===== src/hw/rtl/vppi_pkg.sv =====
`timescale 1ns / 1ps
`default_nettype none
// ----------------------------------------------------------------------------
// vppi_pkg
// Shared types and codes of the video processor port interface: port command
// codes, register indexes, update kinds and the result record.
// ----------------------------------------------------------------------------
package vppi_pkg;

	// Default width of the video memory address counter.
	localparam int VRAM_ADDR_BITS_DEF = 17;

	// Port command codes.
	localparam logic [1:0] CMD_DATA    = 2'd0;
	localparam logic [1:0] CMD_CONTROL = 2'd1;
	localparam logic [1:0] CMD_PALETTE = 2'd2;

	// Register indexes with a derived quantity.
	localparam logic [5:0] REG_MODE0    = 6'h00;
	localparam logic [5:0] REG_MODE1    = 6'h01;
	localparam logic [5:0] REG_NAME     = 6'h02;
	localparam logic [5:0] REG_COLOR    = 6'h03;
	localparam logic [5:0] REG_PATTERN  = 6'h04;
	localparam logic [5:0] REG_SPR_ATTR = 6'h05;
	localparam logic [5:0] REG_SPR_PAT  = 6'h06;
	localparam logic [5:0] REG_BORDER   = 6'h07;
	localparam logic [5:0] REG_LINES    = 6'h09;
	localparam logic [5:0] REG_SPR_COL  = 6'h0b;
	localparam logic [5:0] REG_ADDR_HI  = 6'h0e;
	localparam logic [5:0] REG_PAL_PTR  = 6'h10;
	localparam logic [5:0] REG_SX_LO    = 6'h20;
	localparam logic [5:0] REG_SX_HI    = 6'h21;
	localparam logic [5:0] REG_SY_LO    = 6'h22;
	localparam logic [5:0] REG_SY_HI    = 6'h23;
	localparam logic [5:0] REG_DX_LO    = 6'h24;
	localparam logic [5:0] REG_DX_HI    = 6'h25;
	localparam logic [5:0] REG_DY_LO    = 6'h26;
	localparam logic [5:0] REG_DY_HI    = 6'h27;
	localparam logic [5:0] REG_NX_LO    = 6'h28;
	localparam logic [5:0] REG_NX_HI    = 6'h29;
	localparam logic [5:0] REG_NY_LO    = 6'h2a;
	localparam logic [5:0] REG_NY_HI    = 6'h2b;

	// Update kinds.
	localparam logic [4:0] KIND_NONE     = 5'd0;
	localparam logic [4:0] KIND_MODE     = 5'd1;
	localparam logic [4:0] KIND_NAME     = 5'd2;
	localparam logic [4:0] KIND_COLOR    = 5'd3;
	localparam logic [4:0] KIND_PATTERN  = 5'd4;
	localparam logic [4:0] KIND_SPR_ATTR = 5'd5;
	localparam logic [4:0] KIND_SPR_PAT  = 5'd6;
	localparam logic [4:0] KIND_BORDER   = 5'd7;
	localparam logic [4:0] KIND_LINES    = 5'd8;
	localparam logic [4:0] KIND_SPR_COL  = 5'd9;
	localparam logic [4:0] KIND_SRC_X    = 5'd10;
	localparam logic [4:0] KIND_SRC_Y    = 5'd11;
	localparam logic [4:0] KIND_DST_X    = 5'd12;
	localparam logic [4:0] KIND_DST_Y    = 5'd13;
	localparam logic [4:0] KIND_SIZ_X    = 5'd14;
	localparam logic [4:0] KIND_SIZ_Y    = 5'd15;
	localparam logic [4:0] KIND_STORE    = 5'd16;

	// Screen line counts.
	localparam logic [16:0] LINES_LONG  = 17'd212;
	localparam logic [16:0] LINES_SHORT = 17'd192;

	// Mode codes.
	localparam logic [16:0] MODE_UNKNOWN = 17'd10;

	// One result record.
	typedef struct packed {
		logic        mem_write;
		logic [16:0] mem_address;
		logic [7:0]  mem_data;
		logic        palette_write;
		logic [3:0]  palette_index;
		logic [8:0]  palette_color;
		logic [4:0]  update_kind;
		logic [16:0] update_value;
	} result_t;

endpackage
`default_nettype wire


===== src/hw/rtl/vppi_stream_if.sv =====
`timescale 1ns / 1ps
`default_nettype none
// ----------------------------------------------------------------------------
// vppi_stream_if
// Valid/ready channels of the port interface: the port write request and the
// result record.
// ----------------------------------------------------------------------------
interface vppi_req_if;
	logic       valid;
	logic       ready;
	logic [1:0] command;
	logic [7:0] value;

	modport source (output valid, output command, output value, input ready);
	modport sink   (input valid, input command, input value, output ready);
endinterface

interface vppi_res_if;
	logic        valid;
	logic        ready;
	logic        mem_write;
	logic [16:0] mem_address;
	logic [7:0]  mem_data;
	logic        palette_write;
	logic [3:0]  palette_index;
	logic [8:0]  palette_color;
	logic [4:0]  update_kind;
	logic [16:0] update_value;

	modport source (output valid, output mem_write, output mem_address, output mem_data,
		output palette_write, output palette_index, output palette_color,
		output update_kind, output update_value, input ready);
	modport sink   (input valid, input mem_write, input mem_address, input mem_data,
		input palette_write, input palette_index, input palette_color,
		input update_kind, input update_value, output ready);
endinterface
`default_nettype wire


===== src/hw/rtl/vppi_core.sv =====
`timescale 1ns / 1ps
`default_nettype none
// ----------------------------------------------------------------------------
// vppi_core
// Port state (byte latch, address counter, the registers that are read back)
// and the combinational decode of one port write into its result record.
// ----------------------------------------------------------------------------
module vppi_core #(
	parameter int VRAM_ADDR_BITS = vppi_pkg::VRAM_ADDR_BITS_DEF
) (
	input  wire                  clk,
	input  wire                  arst_n,
	input  wire                  accept,
	input  wire  [1:0]           command,
	input  wire  [7:0]           value,
	output vppi_pkg::result_t    res
);
	import vppi_pkg::*;

	typedef logic [VRAM_ADDR_BITS-1:0] addr_t;
	typedef logic [7:0] coord_t [12];

	// Only the registers that feed a later result are kept. A store to any
	// other index is reported but leaves nothing behind that is read again.
	logic       pend_q, pend_d;
	logic [7:0] latch_q, latch_d;
	addr_t      addr_q, addr_d;
	logic [7:0] mode0_q, mode0_d;
	logic [7:0] mode1_q, mode1_d;
	logic [7:0] pal_ptr_q, pal_ptr_d;
	coord_t     coord_q, coord_d;
	logic [4:0] mode_m;

	// Decode of one write and next state.
	always_comb begin
		res       = '0;
		pend_d    = pend_q;
		latch_d   = latch_q;
		addr_d    = addr_q;
		mode0_d   = mode0_q;
		mode1_d   = mode1_q;
		pal_ptr_d = pal_ptr_q;
		coord_d   = coord_q;
		mode_m    = '0;
		unique case (command)
			CMD_DATA: begin
				res.mem_write   = 1'b1;
				res.mem_address = 17'(addr_q);
				res.mem_data    = value;
				addr_d          = addr_q + addr_t'(1);
			end
			CMD_CONTROL: begin
				if (pend_q) begin
					pend_d = 1'b0;
					if (value[7]) begin
						res.update_kind  = KIND_STORE;
						res.update_value = 17'(latch_q);
						unique case (value[5:0])
							REG_MODE0, REG_MODE1: begin
								if (value[5:0] == REG_MODE1) begin
									mode1_d = latch_q;
								end else begin
									mode0_d = latch_q;
								end
								// Mode selection bits taken from the updated registers.
								mode_m = {mode0_d[3:1], mode1_d[3], mode1_d[4]};
								res.update_kind = KIND_MODE;
								unique case (mode_m)
									5'h01:   res.update_value = 17'd0;
									5'h00:   res.update_value = 17'd1;
									5'h04:   res.update_value = 17'd2;
									5'h02:   res.update_value = 17'd3;
									5'h08:   res.update_value = 17'd4;
									5'h0c:   res.update_value = 17'd5;
									5'h10:   res.update_value = 17'd6;
									5'h14:   res.update_value = 17'd7;
									5'h1c:   res.update_value = 17'd8;
									5'h09:   res.update_value = 17'd9;
									default: res.update_value = MODE_UNKNOWN;
								endcase
							end
							REG_NAME: begin
								res.update_kind  = KIND_NAME;
								res.update_value = {latch_q[6:0], 10'd0};
							end
							REG_COLOR: begin
								res.update_kind  = KIND_COLOR;
								res.update_value = {3'd0, latch_q, 6'd0};
							end
							REG_PATTERN: begin
								res.update_kind  = KIND_PATTERN;
								res.update_value = {latch_q[5:0], 11'd0};
							end
							REG_SPR_ATTR: begin
								res.update_kind  = KIND_SPR_ATTR;
								res.update_value = {2'd0, latch_q, 7'd0};
							end
							REG_SPR_PAT: begin
								res.update_kind  = KIND_SPR_PAT;
								res.update_value = {latch_q[5:0], 11'd0};
							end
							REG_BORDER: begin
								res.update_kind  = KIND_BORDER;
								res.update_value = {14'd0, latch_q[2:0]};
							end
							REG_LINES: begin
								res.update_kind  = KIND_LINES;
								res.update_value = latch_q[7] ? LINES_LONG : LINES_SHORT;
							end
							REG_SPR_COL: begin
								res.update_kind  = KIND_SPR_COL;
								res.update_value = {latch_q[1:0], 15'd0};
							end
							REG_ADDR_HI: begin
								// Upper address bits replace bits 16:14 of the counter.
								addr_d = addr_t'({latch_q[2:0], addr_q[13:0]});
								res.update_value = 17'(addr_d);
							end
							REG_PAL_PTR: begin
								pal_ptr_d = latch_q;
							end
							REG_SX_LO, REG_SX_HI: begin
								coord_d[value[3:0]] = latch_q;
								res.update_kind  = KIND_SRC_X;
								res.update_value = {8'd0, coord_d[REG_SX_HI[3:0]][0],
									coord_d[REG_SX_LO[3:0]]};
							end
							REG_SY_LO, REG_SY_HI: begin
								coord_d[value[3:0]] = latch_q;
								res.update_kind  = KIND_SRC_Y;
								res.update_value = {7'd0, coord_d[REG_SY_HI[3:0]][1:0],
									coord_d[REG_SY_LO[3:0]]};
							end
							REG_DX_LO, REG_DX_HI: begin
								coord_d[value[3:0]] = latch_q;
								res.update_kind  = KIND_DST_X;
								res.update_value = {8'd0, coord_d[REG_DX_HI[3:0]][0],
									coord_d[REG_DX_LO[3:0]]};
							end
							REG_DY_LO, REG_DY_HI: begin
								coord_d[value[3:0]] = latch_q;
								res.update_kind  = KIND_DST_Y;
								res.update_value = {7'd0, coord_d[REG_DY_HI[3:0]][1:0],
									coord_d[REG_DY_LO[3:0]]};
							end
							REG_NX_LO, REG_NX_HI: begin
								coord_d[value[3:0]] = latch_q;
								res.update_kind  = KIND_SIZ_X;
								res.update_value = {8'd0, coord_d[REG_NX_HI[3:0]][0],
									coord_d[REG_NX_LO[3:0]]};
							end
							REG_NY_LO, REG_NY_HI: begin
								coord_d[value[3:0]] = latch_q;
								res.update_kind  = KIND_SIZ_Y;
								res.update_value = {7'd0, coord_d[REG_NY_HI[3:0]][1:0],
									coord_d[REG_NY_LO[3:0]]};
							end
							default: begin
							end
						endcase
					end else begin
						// Address setup: 14-bit address, upper bits cleared.
						addr_d = addr_t'({value[5:0], latch_q});
					end
				end else begin
					latch_d = value;
					pend_d  = 1'b1;
				end
			end
			CMD_PALETTE: begin
				if (pend_q) begin
					pend_d              = 1'b0;
					res.palette_write   = 1'b1;
					res.palette_index   = pal_ptr_q[3:0];
					res.palette_color   = {latch_q[6:4], value[2:0], latch_q[2:0]};
					pal_ptr_d           = pal_ptr_q + 8'd1;
				end else begin
					latch_d = value;
					pend_d  = 1'b1;
				end
			end
			default: begin
			end
		endcase
	end

	// State update on each accepted transfer.
	always_ff @(posedge clk or negedge arst_n) begin
		if (!arst_n) begin
			pend_q    <= 1'b0;
			latch_q   <= '0;
			addr_q    <= '0;
			mode0_q   <= '0;
			mode1_q   <= '0;
			pal_ptr_q <= '0;
			coord_q   <= '{default: '0};
		end else if (accept) begin
			pend_q    <= pend_d;
			latch_q   <= latch_d;
			addr_q    <= addr_d;
			mode0_q   <= mode0_d;
			mode1_q   <= mode1_d;
			pal_ptr_q <= pal_ptr_d;
			coord_q   <= coord_d;
		end
	end

endmodule
`default_nettype wire


===== src/hw/rtl/vppi_out_reg.sv =====
`timescale 1ns / 1ps
`default_nettype none
// ----------------------------------------------------------------------------
// vppi_out_reg
// Result register: holds one result record until the receiver takes it and
// accepts a new one in the same cycle that the held one leaves.
// ----------------------------------------------------------------------------
module vppi_out_reg (
	input  wire                clk,
	input  wire                arst_n,
	input  wire                load,
	input  wire vppi_pkg::result_t res,
	output logic               space,
	vppi_res_if.source         result
);
	import vppi_pkg::*;

	logic    valid_q;
	result_t data_q;

	// Room for a new record when empty or when the held one leaves now.
	assign space = !valid_q || result.ready;

	always_ff @(posedge clk or negedge arst_n) begin
		if (!arst_n) begin
			valid_q <= 1'b0;
		end else if (space) begin
			valid_q <= load;
		end
	end

	always_ff @(posedge clk) begin
		if (space && load) begin
			data_q <= res;
		end
	end

	assign result.valid         = valid_q;
	assign result.mem_write     = data_q.mem_write;
	assign result.mem_address   = data_q.mem_address;
	assign result.mem_data      = data_q.mem_data;
	assign result.palette_write = data_q.palette_write;
	assign result.palette_index = data_q.palette_index;
	assign result.palette_color = data_q.palette_color;
	assign result.update_kind   = data_q.update_kind;
	assign result.update_value  = data_q.update_value;

endmodule
`default_nettype wire


===== src/hw/rtl/video_processor_port_interface_top.sv =====
`timescale 1ns / 1ps
`default_nettype none
// ----------------------------------------------------------------------------
// video_processor_port_interface_top
// CPU port write interface of a video display processor.
// ----------------------------------------------------------------------------
// Usage:
//   The request channel carries one CPU port write per transfer: a command
//   (data, control or palette port) and the byte written. The result channel
//   returns exactly one record per request: a video memory write, a palette
//   write, a register update report, or an all-zero record when the write only
//   latches a byte, loads the address or uses the unused command code.
//   The result is registered: a request taken in one cycle shows its result in
//   the cycle after. Throughput is one request per cycle while the result
//   channel does not stall; the core decodes each write combinationally and
//   updates state on transfer; the result register parts the two channels.
//   When the receiver stalls, the held result stays and one more request is
//   still taken in the cycle that result leaves; request ready is low only
//   while a result waits and result ready is low.
//   Reset clears the byte latch, the pending flag, the address counter, the
//   mode, palette pointer and command coordinate registers, and empties the
//   result register.
// ----------------------------------------------------------------------------
module video_processor_port_interface_top #(
	parameter int VRAM_ADDR_BITS = vppi_pkg::VRAM_ADDR_BITS_DEF
) (
	input  wire         clk,
	input  wire         arst_n,
	vppi_req_if.sink    request,
	vppi_res_if.source  result
);
	import vppi_pkg::*;

	logic    space;
	logic    accept;
	result_t res;

	// A request transfers whenever the result register has room.
	assign request.ready = space;
	assign accept        = request.valid && space;

	vppi_core #(
		.VRAM_ADDR_BITS(VRAM_ADDR_BITS)
	) u_core (
		.clk     (clk),
		.arst_n  (arst_n),
		.accept  (accept),
		.command (request.command),
		.value   (request.value),
		.res     (res)
	);

	vppi_out_reg u_out (
		.clk    (clk),
		.arst_n (arst_n),
		.load   (request.valid),
		.res    (res),
		.space  (space),
		.result (result)
	);

endmodule
`default_nettype wire


===== src/flat_wrapper.sv =====
// flat-port wrapper written by rule: the top's interface ports become plain ports
module video_processor_port_interface_top_flat import vppi_pkg::*;
#(
	parameter int VRAM_ADDR_BITS = vppi_pkg::VRAM_ADDR_BITS_DEF
)
  (clk, arst_n, request_valid, request_command, request_value, request_ready, result_valid, result_mem_write, result_mem_address, result_mem_data, result_palette_write, result_palette_index, result_palette_color, result_update_kind, result_update_value, result_ready);
  vppi_req_if request_i ();
  vppi_res_if result_i ();
  input  wire clk;
  input  wire arst_n;
  input wire logic [$bits(request_i.valid)-1:0] request_valid;
  input wire logic [$bits(request_i.command)-1:0] request_command;
  input wire logic [$bits(request_i.value)-1:0] request_value;
  output wire logic [$bits(request_i.ready)-1:0] request_ready;
  output wire logic [$bits(result_i.valid)-1:0] result_valid;
  output wire logic [$bits(result_i.mem_write)-1:0] result_mem_write;
  output wire logic [$bits(result_i.mem_address)-1:0] result_mem_address;
  output wire logic [$bits(result_i.mem_data)-1:0] result_mem_data;
  output wire logic [$bits(result_i.palette_write)-1:0] result_palette_write;
  output wire logic [$bits(result_i.palette_index)-1:0] result_palette_index;
  output wire logic [$bits(result_i.palette_color)-1:0] result_palette_color;
  output wire logic [$bits(result_i.update_kind)-1:0] result_update_kind;
  output wire logic [$bits(result_i.update_value)-1:0] result_update_value;
  input wire logic [$bits(result_i.ready)-1:0] result_ready;
  assign request_i.valid = request_valid;
  assign request_i.command = request_command;
  assign request_i.value = request_value;
  assign request_ready = request_i.ready;
  assign result_valid = result_i.valid;
  assign result_mem_write = result_i.mem_write;
  assign result_mem_address = result_i.mem_address;
  assign result_mem_data = result_i.mem_data;
  assign result_palette_write = result_i.palette_write;
  assign result_palette_index = result_i.palette_index;
  assign result_palette_color = result_i.palette_color;
  assign result_update_kind = result_i.update_kind;
  assign result_update_value = result_i.update_value;
  assign result_i.ready = result_ready;
  video_processor_port_interface_top #(.VRAM_ADDR_BITS(VRAM_ADDR_BITS)) u_core (.clk(clk), .arst_n(arst_n), .request(request_i), .result(result_i));
endmodule

===== config.mk =====
export PLATFORM = sky130hd
export DESIGN_NAME = video_processor_port_interface_top_flat
export DESIGN_NICKNAME = d
export VERILOG_FILES = /design/src/hw/rtl/vppi_pkg.sv /design/src/hw/rtl/vppi_stream_if.sv /design/src/hw/rtl/vppi_core.sv /design/src/hw/rtl/vppi_out_reg.sv /design/src/hw/rtl/video_processor_port_interface_top.sv /design/src/flat_wrapper.sv
export SDC_FILE = /design/constraint.sdc
export NUM_CORES = 1
export LEC_CHECK = 0
export ABC_AREA = 0
export BUFFER_PORTS_ARGS = -buffer_cell sky130_fd_sc_hd__buf_2
export CORE_MARGIN = 2
export CORE_UTILIZATION = 60
export CTS_CLUSTER_DIAMETER = 50
export CTS_CLUSTER_SIZE = 28
export DETAILED_ROUTE_END_ITERATION = 10
export PLACE_DENSITY = 0.92
export SLEW_MARGIN = 20
export SYNTH_ARGS = -nofsm -noshare
export SYNTH_HDL_FRONTEND = slang
export SYNTH_SLANG_ARGS = --single-unit

===== constraint.sdc =====
create_clock -name clk -period 3.5 [get_ports clk]
set_input_delay 0.175 -clock clk [delete_from_list [all_inputs] [get_ports clk]]
set_output_delay 0.175 -clock clk [all_outputs]
set_load 0.05 [all_outputs]

Word-level counts from Yosys, hierarchy flattened
Memory sizes are Yosys's and may differ from the RTL's.
Cells that the tools add are included.
Cells by class
  $add $sub $neg: 2
  magnitude comparators: 2
  equality and inequality tests: 31
  multiplexer cells: 28
  bitwise logic cells: 2
  reductions and logical operators: 27
Operator list (number)
  17-bit one-hot mux with 15 select lines: 1
  96-bit bitwise mux: 1
  5-bit one-hot mux with 15 select lines: 1
  6-bit equality test (second input constant): 12
  17-bit 2-to-1 mux: 3
  8-bit 2-to-1 mux: 5
  17-bit one-hot mux with 2 select lines: 1
  8-bit demux with 4-bit select: 1
  5-bit 2-to-1 mux: 6
  26-bit 2-to-1 mux: 1
  6-bit by 3-bit equality test with 1-bit output (second input constant): 4
  4-bit 2-to-1 mux: 5
  6-bit by 4-bit equality test with 1-bit output (second input constant): 3
  2-bit OR reduction: 9
  17-bit by 1-bit adder with 17-bit output (second input constant): 1
  8-bit one-hot mux with 2 select lines: 1
  14-bit 2-to-1 mux: 1
  6-bit by 2-bit equality test with 1-bit output (second input constant): 2
  12-bit OR reduction: 1
  5-bit AND reduction: 2
  8-bit by 1-bit adder with 8-bit output (second input constant): 1
  2-bit != test (second input constant): 4
  4-bit AND reduction: 2
  6-bit by 1-bit equality test with 1-bit output (second input constant): 1
  19 further kinds: 23
Word-level totals
  register bits: 198
  bits in read-only memories: 128
  input port bits: 14
  output and inout bits: 64
  logic and storage cells: 121
  memories kept: 1
Memory list
  (name not given): words 32, bits a word 4, read ports 1, clocked after memory_dff 0, write ports 0, RTL line vppi_core.sv:68  | unique case (mode_m)

Longest topological paths before layout
Gate-level depths: netlist of the first run.
An unclocked memory read counts as a cell.
  word-level depth: 8
  depth in mapped cells: 8
  gate-level depth less buffers: 7

Modules after synthesis
A second synthesis of the first run with hierarchy kept.
Second synthesis, totals
  cells, all modules: 786
  area, all modules: 8378.0 um^2
By module, submodules not included
  vppi_core: times used 1, cells an instance 719, area each 6456.2 um^2
  vppi_out_reg: times used 1, cells an instance 66, area each 1915.6 um^2
  video_processor_port_interface_top: times used 1, cells an instance 1, area each 6.3 um^2

Worst setup path after synthesis of the first run
No wires, ideal clock.
  path kind: register to register
  start: reg u_core.u_out.valid_q (netlist: u_core.u_out.result.valid)
  end: reg u_core.u_core.coord_q[64] (netlist name)
  setup time: 125 ps
  arrival time: 3034 ps
  required time: 3375 ps
  setup slack: 341 ps
  cell stages (with the launch flop): 9
  path buffers: 3
  clock period less this slack: 3159 ps
  cells stage by stage: dfrtp_1 nand2b_1 buf_2 and2_0 buf_2 nand3_4 buf_2 nor2_2 mux2_2
Between the ends
  cells in the longest elaborated chain, start to end: 4
Ends and longest elaborated chain
  start, declared: RTL line vppi_out_reg.sv:18  | logic valid_q;
  start signal, assigned: RTL line vppi_out_reg.sv:28  | valid_q <= load;
  1-bit zero test: RTL line vppi_out_reg.sv:22  | assign space = !valid_q || result.ready;
  1-bit logical OR: RTL line vppi_out_reg.sv:22
  net request_ready: RTL line flat_wrapper.sv:14  | output wire logic [$bits(request_i.ready)-1:0] request_ready;
  1-bit logical AND: RTL line video_processor_port_interface_top.sv:40  | assign accept = request.valid && space;
  net u_core.accept: RTL line video_processor_port_interface_top.sv:35  | logic accept;
  5-bit AND reduction (no source line)
  end signal, assigned: RTL line vppi_core.sv:204  | coord_q <= coord_d;
  end, declared: RTL line vppi_core.sv:31  | coord_t coord_q, coord_d;
The timed path passes the listed nets, and every way through them passes these cells.
A chain may end at the register's enable or synchronous reset.

Worst setup path in the final report of the first run
  start: reg u_core.u_out.valid_q (netlist: u_core.u_out.result.valid)
  end: reg u_core.u_core.latch_q[7]
Between the ends
  cells in the longest elaborated chain, start to end: 4
Ends and longest elaborated chain
  1-bit zero test: RTL line vppi_out_reg.sv:22
  1-bit logical OR: RTL line vppi_out_reg.sv:22
  1-bit logical AND: RTL line video_processor_port_interface_top.sv:40
  3-bit AND reduction (no source line)
  end signal, assigned: RTL line vppi_core.sv:199  | latch_q <= latch_d;
  end, declared: RTL line vppi_core.sv:26  | logic [7:0] latch_q, latch_d;
Every way passes these cells.

==> results.tsv, run 1 <==
metric	value	unit
placed_area	0.00901	sq mm
via_per_inst	6.86	
cp-end-kind	flip-flop	
synth_most_common_cell	dfrtp_1	
synthTopCellsByArea	dfrtp_1 (27%), edfxtp_1 (22%), mux2_2 (9.2%), mux2i_1 (6.6%), and2_1 (2.2%)	
portBuffers	77	
ys_types	74	
synthTopCellsByCount	dfrtp_1 (93), mux2_2 (70), edfxtp_1 (62)	
place.gp.congestion	0.952	
grt_pass1_wl	35.3	mm
num_vias	7022	
antenna_cells	0	
cts_tree	yes	
ys.flop_type	dfrtp_1	
initial_core_util	61.7	%
drtIter0Drc	1083	
rr_endpoint	u_core.u_core.latch_q[7]	
worstSkewPairLatency	0.43	ns
finalHoldViolations	0	
ys_seq_area_share	48.7	%
use_met1	39.4	%
drv_cap	0	
rsz0062_at_grt	no	
setup_viol	0	
root_buffer	clkbuf_16	
core_area	0.0139	sq mm
grt_util_met2	47.4	%
area_growth	12.0	%
final_core_util	69.1	%
place_inst	990	
overflow	0	
grt_max_degree	70	
antenna_found_initial	0	
synth-seq-cells	155	
criticalPathCategory	reg2reg	
max_slew_margin	21.5	%
p_leak	0.00386	uW
crit_arrival	3.02	ns
final_area	0.00963	sq mm
drive_gt1_share	26.9	%
r2r_cells	6	
layout_setup_ws	0.799	ns
synth_top_area_share	27.0	%
die_area	0.0153	sq mm
pre_cts_slack	0.868	ns
die_w	124	um
cts_resized	0	
whs_path_depth	2	
clock_tree.buffer_depth	2	
cts.sinks	155	
hpwl	14.6	mm
p_per_area	551	mW/mm^2
worstHoldStart	request_value[6]	
start_kind	flip-flop	
ctsHtreeMaxLevel	4	
dr.pass1.iters	8	
grt_usage	30.7	%
fin_crit_sh	77.2	%
setup_tns	0	ns
met3_usage	7.60	%
worst-endpoint-required	3.81	ns
busiest_layer	met2	
syn_inst	797	
rr_startpoint	u_core.u_out.result.valid	
worstHoldPathType	in2reg	
final_max_slew_viol_count	0	
worstMarginPinSlew	1.18	ns
stdcell_count	1023	
peakVddDrop	0.000564	V
cp_max_fo	55	
path_clk_slew	0.06	ns
drcViolationCount	0	
avgRoutedWirePerCell	21.8	um
core.rowCount	43	
grt_pass1_vias	6681	
syn_area	0.00860	sq mm
synth_top_cell_by_area	dfrtp_1	
rrSetupSlack	0.80	ns
io_pins	78	
async_reset_ff_share	60.0	%
layout.nets	849	
synth_edf_count	62	
whs_endpoint	u_core.u_core.latch_q[6]	
syn_nets	816	
fin_crit	2.70	ns
ant_nets	0	
timing.fmax	370	MHz
status	completed	
synth.avg_cell_area	10.8	sq um
cts_made_buffers	17	
yosysWarnings	0	
fin_skew	0.00762	ns
drt-total-wl	22.3	mm
die_h	124	um
[area by class of cell]
cell class                      count  area, sq um
Timing Repair Buffer               94          518
Tap cell                          180          225
Clock inverter                     12          161
Fill cell                         942         4300
Inverter                           13         48.8
Multi-Input combinational cell    549         4040
Clock buffer                       20          457
Sequential cell                   155         4190
[layout by cell type (no fill, tap or decap), types with 4 or more instances in the layout]
cell	instances
nand2b_1	6
buf_2	76
nor2_4	5
inv_1	13
dfrtp_1	93
and2_1	30
or2_2	4
a221oi_1	4
clkbuf_16	17
a21oi_1	28
o21ai_0	26
a31oi_1	9
a22oi_1	8
o211ai_1	5
buf_4	17
nor4_1	9
o221ai_1	5
nor2b_1	6
a222oi_1	5
a21o_1	4
nand4_1	10
mux2i_1	57
nor3_1	13
a211oi_1	6
mux2_2	70
ha_1	5
nor2_1	48
nand2_1	44
and3_1	18
nand3_1	21
edfxtp_1	62
o22ai_1	29
o221a_2	4
[logic make-up after synthesis]
logic type               Yosys count  synth area share, %
AND/OR/NAND/NOR                  248                 16.4
buffers and inverters             93                 4.80
multiplexers                     127                 15.8
XOR/XNOR                           4                0.407
AO/OA/AOI/OAI                    165                 13.2
flip-flops                       155                 48.7
adder cells (fa/ha/maj)            5                0.727
[report_power, final]
group,internal (uW),switching (uW)
combinational,334,566
sequential,2030,468
clock,1170,748
total,3530,1780
[worst max-delay path, cell delays in order (launching register included)]
cell and delay, ns:
dfrtp_1 0.38, nand2b_1 0.23, and2_2 0.41, buf_4 0.63
nand2_1 0.16, or2_2 0.41, mux2_2 0.31
[what timing repair did]
| action | 4_1_cts | 5_1_grt |
|---|---|---|
| setup buffers | 0 | 0 |
| endpoints found under the hold margin | 68 | 0 |
| hold buffers | 1 | 0 |
[stage by stage]
stage / total power [uW] / hold slack (ns)
after global routing: 5480 / 0.0324
after CTS: 5280 / 0.0285
after detailed placement: 3370 / 0.353
after global placement: 3340 / 0.344
after floorplan: 3030 / -0.121
final: 5310 / 0.0391
[registers in the layout, indices dropped and copies added (netlist names)]
register and cells:
u_core.u_out.result.palette_index 4, u_core.u_out.result.mem_address 17, u_core.u_out.result.update_value 17, u_core.u_core.addr_q 17, u_core.u_core.latch_q 8, u_core.u_out.result.mem_data 8, u_core.u_out.result.mem_write 1, u_core.u_core.pal_ptr_q 4
u_core.u_out.result.palette_color 9, u_core.u_out.result.valid 1, u_core.u_out.result.update_kind 5, u_core.u_core.coord_q 57, u_core.u_core.pend_q 1, u_core.u_core.mode1_q 2, u_core.u_core.mode0_q 3, u_core.u_out.result.palette_write 1
[how the worst max path moves through the flow]
stage                              startpoint                         to  depth (start not counted)
floorplan           u_core.u_out.result.valid  u_core.u_core.coord_q[64]                          8
global placement    u_core.u_out.result.valid   u_core.u_core.latch_q[0]                          6
detailed placement  u_core.u_out.result.valid   u_core.u_core.latch_q[7]                          6
CTS                 u_core.u_out.result.valid   u_core.u_core.latch_q[1]                          6
global route        u_core.u_out.result.valid   u_core.u_core.latch_q[7]                          6
finish              u_core.u_out.result.valid   u_core.u_core.latch_q[7]                          6
[layer usage]
layer  up-vias  routed length [um]
li1       3042                   -
met1      3326                8370
met2       524               10300
met3       130                2400
met4         0                1250
met5         -                   0
(Power assumes the default switching activity.)
==> run 2, diff against run 1 <==
==> constraint.sdc (replaced) <==
create_clock -name clk -period 2.6 [get_ports clk]
set_input_delay 0.13 -clock clk [delete_from_list [all_inputs] [get_ports clk]]
set_output_delay 0.13 -clock clk [all_outputs]
set_load 0.05 [all_outputs]
==> run 2 against run 1 <==
  * Critical path depth decreased by 1
  * First-iteration DRC count is 17% lower
  * Sequential share of layout area is 0.51 points lower
  * Die area did not move
  * Sequential power increased by 27%
  * Flip-flop and latch count stayed put
  * Largest cell class unchanged
  * Via count about the same
  * Combinational power up 67%
  * Routed wire length increased by 2.7%
  * Final cell count increased by 2.0%
  * Clock skew is 0.0053 ns higher
==> results.tsv, run 2 (synthesis gave the netlist of run 1 again) <==
metric	value	unit
status	completed	
ant_nets	0	
largest_reg_flops	57	
p_per_area	723	mW/mm^2
area_growth	13.3	%
fin_crit_sh	87.0	%
antenna_cells	0	
mostFrequentLayoutCells	dfrtp_1 (93), buf_2 (76), mux2_2 (70)	
cts.sinks	155	
start_kind	flip-flop	
overflow	0	
cp_max_fo	12	
finalHoldViolations	0	
max_slew_margin	24.2	%
fin_crit	2.26	ns
switching_share	33.7	%
core_area	0.0139	sq mm
setup_viol	0	
die_w	124	um
root_buffer	clkbuf_16	
crit_arrival	2.58	ns
path_clk_slew	0.07	ns
grt_pass1_vias	6642	
final_core_util	70.0	%
drt-total-wl	22.9	mm
worstMarginPinSlew	1.14	ns
avgRoutedWirePerCell	22.0	um
rr_endpoint	u_core.u_core.coord_q[58]	
drv_cap	0	
layout.nets	870	
clockPowerShare	33.6	%
via_per_inst	6.73	
dr.pass1.iters	6	
clock_tree.buffer_depth	2	
num_vias	7019	
cp-end-kind	flip-flop	
worst-endpoint-required	2.91	ns
setup_tns	0	ns
r2r_cells	5	
final_max_slew_viol_count	0	
portBuffers	77	
die_h	124	um
fin_skew	0.0129	ns
whs_path_depth	2	
place.gp.congestion	0.961	
antenna_found_initial	0	
rrSetupSlack	0.34	ns
rsz0062_at_grt	no	
core.rowCount	43	
worstHoldPathType	in2reg	
drive_gt1_share	28.2	%
criticalPathCategory	reg2reg	
p_leak	0.00394	uW
cts_setup_buffers	0	
power_frac_comb	21.3	%
timing.fmax	442	MHz
worstHoldStart	request_value[7]	
hpwl	15.4	mm
intPower	4670	uW
p_sw	2380	uW
rr_startpoint	u_core.u_core.pend_q	
grt_max_degree	44	
die_area	0.0153	sq mm
drtIter0Drc	898	
cts_tree	yes	
worstSkewPairLatency	0.44	ns
peakVddDrop	0.000395	V
whs_endpoint	u_core.u_core.latch_q[7]	
grt_usage	31.8	%
ctsHtreeMaxLevel	4	
drcViolationCount	0	
cts_made_buffers	17	
mostFrequentLayoutCell	dfrtp_1	
regMostFlops	u_core.u_core.coord_q	
io_pins	78	
initial_core_util	61.7	%
grt_pass1_wl	36.5	mm
pwr-share-seq	45.0	%
## run 2: changes by cell type in the layout (fill, tap and decap cells not counted), moves of 2 or more
cell and change:
buf_4 +18, clkbuf_8 -2, clkinv_2 +3, dlygate4sd3_1 +2, inv_6 -2
## run 2: power groups by stage
stage | Combinational (uW) | Clock, uW | Sequential [uW]
after detailed placement | 1460 | 0 | 3190
after global routing | 1610 | 2490 | 3200
final | 1500 | 2370 | 3180
after CTS | 1470 | 2390 | 3150
after floorplan | 1000 | 0 | 3070
after global placement | 1410 | 0 | 3170
## run 2: how the worst max path moves through the flow
stage,from,to,slack (ns),cells past startpoint
floorplan,u_core.u_out.result.valid,u_core.u_core.coord_q[64],0.002,8
global placement,request_value[2],u_core.u_out.result.update_value[0],0.23,7
detailed placement,request_value[2],u_core.u_out.result.update_value[0],0.19,7
CTS,u_core.u_core.pend_q,u_core.u_core.coord_q[58],0.37,5
global route,u_core.u_core.pend_q,u_core.u_core.coord_q[56],0.19,5
finish,u_core.u_core.pend_q,u_core.u_core.coord_q[58],0.34,5
## run 2: metal layers
metal / up-vias / routed length (um) / track usage [%]
met1: 3358 / 8700 / 42.0
met3: 87 / 2370 / 7.60
met5: - / 0 / 0
li1: 3088 / - / -
met2: 486 / 10900 / 50.3
met4: 0 / 975 / 13.5
## run 2: layout make-up
cell class / count / area (sq um)
clock inverter: 12 / 125
tap: 180 / 225
clock buffer: 19 / 433
sequential: 155 / 4190
timing repair buffer: 115 / 693
inverter: 13 / 48.8
multi-input combinational: 549 / 4040
fill: 950 / 4190
## run 2: critical path, cell delays in order, from the launching register on
cell and delay (ns):
dfrtp_1 0.50, nand3_1 0.19, nor3_2 0.26, nand3_4 0.22, nor2b_1 0.56, mux2_2 0.41
## run 2: what timing repair did
item / CTS / global route
resized for setup: 0 / 0
endpoints found under the setup margin: 0 / 0
hold buffers: 3 / 0
endpoints found under the hold margin: 43 / 0
## run 2: metrics by stage
stage,hold WS [ns],setup WS (ns),cell area [sq um],power (uW),cells
finish,0.119,0.337,9750,7050,1043
global route,0.155,0.194,9750,7300,1043
CTS,0.107,0.371,9750,7020,1043
detailed placement,0.160,0.191,9160,4650,1009
global placement,0.156,0.227,9160,4590,1009
floorplan,-0.166,0.00209,8610,4080,797
==> run 3, diff against run 2 <==
--- a/config.mk
+++ b/config.mk
@@ -13,6 +13,7 @@
 export CTS_CLUSTER_SIZE = 28
 export DETAILED_ROUTE_END_ITERATION = 10
 export PLACE_DENSITY = 0.92
+export RECOVER_POWER = 50
 export SLEW_MARGIN = 20
 export SYNTH_ARGS = -nofsm -noshare
 export SYNTH_HDL_FRONTEND = slang
==> run 3 against run 2 <==
  * Sequential power about the same
  * First-iteration DRC count up 13%
  * Total power down 0.30%
  * Flip-flop and latch count unchanged
  * Final cell count unchanged
  * Design area down 1.1%
  * Global-route usage unchanged
  * Fmax up 1.2%
  * Sequential share of layout area up 0.47 points
==> results.tsv, run 3 (synthesis gave the netlist of run 1 again) <==
metric	value	unit
status	completed	
peakVddDrop	0.000396	V
p_total	7030	uW
ant_nets	0	
critical_path.max_stage_delay	0.38	ns
p_per_area	729	mW/mm^2
mostFrequentLayoutCells	dfrtp_1 (93), mux2_2 (70), clkbuf_1 (70)	
cts.sinks	155	
whs_path_depth	2	
drive_gt1_share	20.3	%
portBuffers	77	
worstHoldStart	request_value[7]	
cp-end-kind	flip-flop	
die_area	0.0153	sq mm
drt-total-wl	23.0	mm
io_pins	78	
crit_arrival	2.56	ns
drtIter0Drc	1012	
seqCellArea	0.00419	sq mm
cp_max_fo	11	
initial_core_util	61.7	%
whs_endpoint	u_core.u_core.latch_q[7]	
final_area	0.00964	sq mm
core_area	0.0139	sq mm
regMostFlops	u_core.u_core.coord_q	
worst-endpoint-required	2.92	ns
fin_skew	0.0126	ns
max_slew_margin	24.0	%
dr.pass1.iters	6	
layout.nets	870	
rr_startpoint	u_core.u_out.result.valid	
grt_pass1_wl	36.5	mm
worstSkewPairLatency	0.43	ns
largest_reg_flops	57	
start_kind	flip-flop	
fin_crit_sh	86.0	%
core.rowCount	43	
multiInputGateArea	0.00404	sq mm
avgRoutedWirePerCell	22.0	um
cts_made_buffers	17	
worstHoldPathType	in2reg	
fill_cells	1004	
worstPathCellList	nand2b_1, clkbuf_1, nand3_1, buf_4, nor4_1, a21oi_1, o221ai_1	
final_max_slew_viol_count	0	
grt_pass1_vias	6642	
criticalPathCategory	reg2reg	
worstMarginPinSlew	1.14	ns
cts_tree	yes	
area_growth	12.1	%
p_leak	0.00371	uW
die_h	124	um
die_w	124	um
mostFrequentLayoutCell	dfrtp_1	
setup_tns	0	ns
hpwl	15.4	mm
place.gp.congestion	0.961	
rsz0062_at_grt	no	
via_per_inst	6.73	
rrSetupSlack	0.36	ns
clock_tree.buffer_depth	2	
r2r_cells	7	
drcViolationCount	0	
cts_setup_buffers	0	
setup_viol	0	
rr_endpoint	u_core.u_core.addr_q[14]	
timing.fmax	447	MHz
drv_cap	0	
path_clk_slew	0.07	ns
finalHoldViolations	0	
crit_path_top_delay_cell	dfrtp_1	
overflow	0	
antenna_found_initial	0	
grt_max_degree	44	
fin_crit	2.24	ns
grt_usage	31.8	%
num_vias	7018	
antenna_cells	0	
root_buffer	clkbuf_16	
placed_area	0.00916	sq mm
ctsHtreeMaxLevel	4	
-- run 3: cell types whose count changed in the layout (fill, tap and decap cells not counted) --
cell      before  now
buf_2         76   13
clkbuf_1       2   70
and2_0         0   20
and2_1        30   10
buf_4         35   27
clkbuf_2       0    3
-- run 3: worst max path at each step --
stage	endpoint	slack, ns	startpoint
2_1_floorplan	u_core.u_core.coord_q[64]	0.002	u_core.u_out.result.valid
3_3_place_gp	u_core.u_out.result.update_value[0]	0.23	request_value[2]
3_5_place_dp	u_core.u_out.result.update_value[0]	0.19	request_value[2]
4_1_cts	u_core.u_core.coord_q[58]	0.37	u_core.u_core.pend_q
5_1_grt	u_core.u_core.coord_q[56]	0.20	u_core.u_core.pend_q
6_report	u_core.u_core.addr_q[14]	0.36	u_core.u_out.result.valid
-- run 3: final cells by class --
class                      count  area share (%)
clock inverter                12            1.30
timing repair buffer         115            6.10
sequential                   155            43.4
inverter                      13           0.506
tap                          180            2.34
clock buffer                  19            4.49
multi-input combinational    549            41.8
-- run 3: what timing repair did --
item,4_1_cts,5_1_grt
endpoints found under the hold margin,43,0
hold buffers,3,0
setup endpoints to repair,0,0
gates resized for setup,0,0
-- run 3: per-stage QoR --
stage,std cells,hold WS (ns),setup slack (ns),utilization (%)
2_1_floorplan,797,-0.166,0.00209,-
3_3_place_gp,1009,0.156,0.227,65.7
3_5_place_dp,1009,0.160,0.191,65.7
4_1_cts,1043,0.107,0.371,70.0
5_1_grt,1043,0.156,0.199,69.2
6_report,1043,0.126,0.363,69.2
-- run 3: critical path, delay by kind of cell (launching register included) --
kind            cells  cell delay (ns)
compound gates      2             0.38
buf+inv             2             0.59
flops               1             0.38
simple gates        3             0.76
-- run 3: per-layer routing --
layer / part of all wire (%) / GRT usage [%] / wire [um]
met5: 0 / 0 / 0
met4: 3.6 / 13.5 / 825
met3: 9.9 / 7.60 / 2280
met2: 48 / 50.3 / 11100
met1: 38 / 42.0 / 8830
-- run 3: report_power, final --
| part | leakage (uW) | internal, uW | switching (uW) | total [uW] |
|---|---|---|---|---|
| registers | 0.00185 | 2740 | 445 | 3180 |
| logic | 0.00160 | 506 | 972 | 1480 |
| clock network | 0.000270 | 1400 | 971 | 2370 |
| total | 0.00371 | 4640 | 2390 | 7030 |
